<file path="config.mk">
export PLATFORM = sky130hd
export DESIGN_NAME = ob_front
export DESIGN_NICKNAME = d
export VERILOG_FILES = /design/src/rtl/ob_match_pkg.sv /design/src/rtl/ob_front.sv
export SDC_FILE = /design/constraint.sdc
export NUM_CORES = 1
export LEC_CHECK = 0
export BUFFER_PORTS_ARGS = -buffer_cell sky130_fd_sc_hd__clkbuf_2
export CORE_MARGIN = 1
export CORE_UTILIZATION = 37
export DETAILED_ROUTE_END_ITERATION = 8
export PLACE_DENSITY_LB_ADDON = 0.15
export SYNTH_ARGS = -nofsm -noshare
export SYNTH_HDL_FRONTEND = slang
export SYNTH_SLANG_ARGS = --single-unit
</file>
<file path="constraint.sdc">
create_clock -name clk_i -period 9.2 [get_ports clk_i]
set_clock_uncertainty 0.05 [all_clocks]
set_input_delay 1.84 -clock clk_i [delete_from_list [all_inputs] [get_ports clk_i]]
set_output_delay 1.84 -clock clk_i [all_outputs]
set_load 0.02 [all_outputs]
</file>
<file path="src/rtl/ob_match_pkg.sv">
`timescale 1ns / 1ps
`default_nettype none

package ob_match_pkg;

  localparam int unsigned IN_TDATA_W  = 80;
  localparam int unsigned OUT_TDATA_W = 144;

  typedef enum logic [1:0] {
    KIND_FILL     = 2'd0,
    KIND_RESTED   = 2'd1,
    KIND_FILLED   = 2'd2,
    KIND_REJECTED = 2'd3
  } kind_e;

  typedef enum logic [2:0] {
    ST_CLEAR,
    ST_IDLE,
    ST_LOOK,
    ST_EREAD,
    ST_FINAL
  } state_e;

  typedef struct packed {
    logic        reject;
    logic [31:0] user;
    logic [31:0] quantity;
    logic [5:0]  price;
    logic [3:0]  ticker;
    logic        is_buy;
  } order_t;

  typedef struct packed {
    logic        last;
    kind_e       kind;
    logic [31:0] rest_quantity;
    logic [31:0] fill_quantity;
    logic [5:0]  out_price;
    logic [3:0]  out_ticker;
    logic        buy_side_incoming;
    logic [31:0] incoming_user;
    logic [31:0] resting_user;
  } res_t;

endpackage

`default_nettype wire

</file>
<file path="src/rtl/ob_front.sv">
`timescale 1ns / 1ps
`default_nettype none

module ob_front #(
  parameter int unsigned NUM_TICKERS  = 16,
  parameter int unsigned PRICE_LEVELS = 64
) (
  input  wire logic                                 clk_i,
  input  wire logic                                 rst_ni,
  input  wire logic                                 busy_i,
  input  wire logic                                 s_axis_tvalid,
  output logic                                      s_axis_tready,
  input  wire logic [ob_match_pkg::IN_TDATA_W-1:0]  s_axis_tdata,
  output logic                                      ord_valid_o,
  output ob_match_pkg::order_t                      ord_o,
  input  wire logic                                 ord_pop_i
);

  ob_match_pkg::order_t mem_q [2];
  ob_match_pkg::order_t req;
  logic       wp_q, rp_q;
  logic [1:0] cnt_q, cnt_d;
  logic       push;

  always_comb begin
    req.is_buy   = s_axis_tdata[0];
    req.ticker   = s_axis_tdata[4:1];
    req.price    = s_axis_tdata[10:5];
    req.quantity = s_axis_tdata[42:11];
    req.user     = s_axis_tdata[74:43];
    req.reject   = (32'(req.ticker) >= 32'(NUM_TICKERS)) ||
                   (32'(req.price) >= 32'(PRICE_LEVELS));
  end

  assign s_axis_tready = !busy_i && (cnt_q != 2'd2);
  assign push          = s_axis_tvalid && s_axis_tready;
  assign ord_valid_o   = (cnt_q != 2'd0);
  assign ord_o         = mem_q[rp_q];

  always_comb begin
    cnt_d = cnt_q;
    if (push && !ord_pop_i) begin
      cnt_d = cnt_q + 2'd1;
    end else if (!push && ord_pop_i) begin
      cnt_d = cnt_q - 2'd1;
    end
  end

  always_ff @(posedge clk_i or negedge rst_ni) begin
    if (!rst_ni) begin
      wp_q  <= 1'b0;
      rp_q  <= 1'b0;
      cnt_q <= 2'd0;
    end else begin
      cnt_q <= cnt_d;
      if (push) begin
        wp_q <= !wp_q;
      end
      if (ord_pop_i) begin
        rp_q <= !rp_q;
      end
    end
  end

  always_ff @(posedge clk_i) begin
    if (push) begin
      mem_q[wp_q] <= req;
    end
  end

endmodule

`default_nettype wire

</file>
==> metrics.log <==
[metrics] status: complete, no violations
[metrics] Required @ worst endpoint: 7310 ps
[metrics] proportion of total power due to net switching: 30.13%
[metrics] transition time at the pin with the least slew margin: 1065 ps
[metrics] GRT Max-Usage Layer: met2
[metrics] layout filler cell count: 1,344
[metrics] overall routed net length: 9723 µm
[metrics] Yosys top cell area share: 77.80%
[metrics] number of top-level pins: 163
[metrics] routed via count divided by cell count: 4.400
[metrics] netlist area before placement: 5789 µm²
[metrics] source of the critical timing path: rp_q
[metrics] overall die width: 127.1 µm
[metrics] DIE AREA: 16,150 µm²
[metrics] total number of nets in the final design: 507
[metrics] number of sinks handled by clock tree synthesis: 154
[metrics] met3 capacity usage during global routing: 6.365%
[metrics] instance count along the most critical hold path: 1
[metrics] Mapped Cells: 253
[metrics] startpoint type of the worst setup path: flop
[metrics] relative max-transition margin: 28.98%
[metrics] Max H-tree Level: 4
[metrics] Site Rows: 45
[metrics] utilization of the core after routing: 48.15%
[metrics] total of warnings raised by yosys: 0
[metrics] number of instances resized during post-cts repair: 0
[metrics] path depth of the worst reg2reg path: 4
[metrics] most common cell after layout, fill and taps aside: sky130_fd_sc_hd__clkbuf_2
[metrics] first-pass GRT wire length: 15,150 µm
[metrics] mean post-synth cell area: 22.88 µm²
[metrics] endpoint of the worst register-to-register path: mem_q[0][69]
[metrics] number of DRC markers after the initial detailed-route iteration: 119
[metrics] weighted congestion reported at the end of routability-driven placement: 0.6759
[metrics] Worst IR Drop VDD: 132.7 µV
[metrics] RSZ-0062 raised after global routing: no
[metrics] Post-Syn Nets: 339
[metrics] Post-Place Cell Area: 6788 µm²
[metrics] sequential standard cell area: 4608 µm²
[metrics] pwr dens: 302.9 nW/µm²
[metrics] clock network fraction of total power: 29.4%
[metrics] CTS root buffer: sky130_fd_sc_hd__clkbuf_16
[metrics] GR Util met2: 20.14%
[metrics] number of buffers added for setup after CTS: 0
[metrics] proportion of layout cells with a drive suffix above 1: 61.52%
[metrics] ranking of synthesized cells by area: sky130_fd_sc_hd__edfxtp_1 78%, sky130_fd_sc_hd__mux2_4 10%, sky130_fd_sc_hd__mux2_2 6.8%
[metrics] crit-path max FO: 58
[metrics] All-Layer GR Usage: 12.91%
[metrics] non-filler instance count after layout: 645
[metrics] number of synthesized register bits: 154
[metrics] TritonCTS clock tree: done
[metrics] final cell area excluding filler cells: 7347 µm²
[metrics] Via Count: 2,838
[metrics] capturing instance or port of the critical path: ord_o[0]
[metrics] leakage dissipation: 2.864 nW
[metrics] maximum clock frequency: 228.7 MHz
[metrics] Clock Latency Late Sink: 410 ps
[metrics] Final setup violation count: 0
[metrics] Post-DRT Antenna Nets: 0
[metrics] die boundary height: 127.1 µm
[metrics] multi-input gate area in the final layout: 1116 µm²
[metrics] number of detailed-route iterations in the first pass: 4
[metrics] TNS Setup: 0 ps
[metrics] Worst Path Class, Setup: reg2out
[metrics] number of buffers created by CTS: 17
[metrics] clk slew on worst S/H paths: 60 ps
[metrics] Tmin final: 4372 ps
[metrics] port bufs: 156
[metrics] dominant cell type by area after synthesis: sky130_fd_sc_hd__edfxtp_1
[metrics] placed wire-length estimate: 5982 µm
[metrics] post-cts hold buffer count: 0
[metrics] via count of the first global-routing pass: 2,966
[metrics] path class of the lowest-slack min-delay path: reg2reg
[metrics] Sequential Power Share: 41.2%
[metrics] met1 capacity usage during global routing: 14.91%
[metrics] cell-internal power: 1.555 mW
[metrics] Area Growth Syn to Fin: 26.91%
[metrics] GR Overflow Total: 0
[metrics] number of remaining DRC errors: 0
[metrics] R2R Setup Slk: 6430 ps
[metrics] most used cells in the layout excluding fill and tap cells: 156 x sky130_fd_sc_hd__clkbuf_2, 150 x sky130_fd_sc_hd__edfxtp_1, 40 x sky130_fd_sc_hd__mux2_4
[metrics] count of antenna diodes in the layout: 0
[metrics] initial antenna violation count: 0
[metrics] critical path capture point type: primary output
[metrics] Arr. time, crit path: 2480 ps
[metrics] reported net switching power: 670.5 µW
[metrics] portion of the post-synthesis area used by sequential elements: 79.53%
[metrics] Cell variety after synth: 17
[metrics] core area: 15,260 µm²
[metrics] wire length per cell after detailed routing: 15.07 µm
[metrics] Slew Viols, Final: 0
[metrics] initial cell density of the core: 37.94%
[metrics] combinational share of power: 29.4%
[metrics] startpoint of the most critical register-to-register path: cnt_q[1]
[metrics] Period Utilization, post-route: 47.52%
[metrics] Longest Clk Path Bufs: 2
[metrics] maximum number of pins on one net before global-route repair: 76
[metrics] Placed Instances: 613
[metrics] maximum capacitance violations: 0
[metrics] final hold violations: 0
per-layer routing:
| metal | routed length (µm) | part of all wire (%) |
|---|---|---|
| met1 | 4134 | 43 |
| met2 | 4570 | 47 |
| met3 | 847 | 8.7 |
| met4 | 170 | 1.7 |
| met5 | 0 | 0 |
sequential cells by signal, summed over array words and instances, names as in the netlist:
signal  count
rp_q        1
wp_q        1
mem_q     150
cnt_q       2
per-stage QoR:
step / hold WS (ps) / setup WS (ps) / total power [mW]
5_1_grt: 479.4 / 4676 / 2.325
6_report: 440.6 / 4828 / 2.225
3_3_place_gp: 417.8 / 4923 / 1.594
3_5_place_dp: 424.2 / 4940 / 1.600
4_1_cts: 439.9 / 4768 / 2.258
2_1_floorplan: 397.4 / 3200 / 1.420
final cells by class:
| class | instances | area share (%) |
|---|---|---|
| sequential | 154 | 62.72 |
| tap | 211 | 3.593 |
| multi-input combinational | 89 | 15.19 |
| clock inverter | 15 | 1.822 |
| timing repair buffer | 158 | 10.83 |
| inverter | 1 | 0.05109 |
| clock buffer | 17 | 5.790 |
critical path: stages, from the launching register on:
cell and delay (ps):
sky130_fd_sc_hd__dfrtp_4 590, sky130_fd_sc_hd__buf_4 850, sky130_fd_sc_hd__mux2_2 430, sky130_fd_sc_hd__clkbuf_2 170
synth_stat cells:
library cell and instances:
sky130_fd_sc_hd__nor2_1 2, sky130_fd_sc_hd__buf_6 4, sky130_fd_sc_hd__and2_1 1, sky130_fd_sc_hd__mux2_2 35, sky130_fd_sc_hd__mux2_4 40, sky130_fd_sc_hd__edfxtp_1 150, sky130_fd_sc_hd__nor2b_1 2, sky130_fd_sc_hd__xor2_1 4
sky130_fd_sc_hd__dfrtp_1 4, sky130_fd_sc_hd__buf_2 3, sky130_fd_sc_hd__or2_2 1, sky130_fd_sc_hd__conb_1 1, sky130_fd_sc_hd__buf_4 2, sky130_fd_sc_hd__nor3b_4 1, sky130_fd_sc_hd__xnor2_1 1, sky130_fd_sc_hd__inv_1 1
sky130_fd_sc_hd__ha_1 1
power by group through the flow:
| stage | registers [mW] | logic (mW) | clock network, mW |
|---|---|---|---|
| 2_1_floorplan | 0.915 | 0.506 | 0 |
| 3_3_place_gp | 0.928 | 0.666 | 0 |
| 3_5_place_dp | 0.932 | 0.669 | 0 |
| 4_1_cts | 0.918 | 0.669 | 0.671 |
| 5_1_grt | 0.928 | 0.699 | 0.699 |
| 6_report | 0.916 | 0.654 | 0.655 |
logic make-up (layout without fill, tap and decap cells):
group	count (synthesis)	after routing	share of synthesized area (%)
adder cells (fa/ha/maj)	1	1	0.2161
other	1	1	0.06477
multiplexers	75	75	17.18
flip-flops	154	154	79.53
XOR/XNOR	5	5	0.7564
AND/OR/NAND/NOR	7	7	0.8863
buffers and inverters	10	191	1.361
how the worst min path moves through the flow:
| stage | from | endpoint | slack (ps) |
|---|---|---|---|
| CTS | cnt_q[1] | cnt_q[1] | 440 |
| detailed placement | cnt_q[1] | cnt_q[1] | 420 |
| global placement | cnt_q[1] | cnt_q[1] | 420 |
| finish | cnt_q[1] | cnt_q[1] | 440 |
| floorplan | cnt_q[1] | cnt_q[1] | 400 |
| global route | cnt_q[1] | cnt_q[1] | 480 |
(Power assumes the default switching activity.)
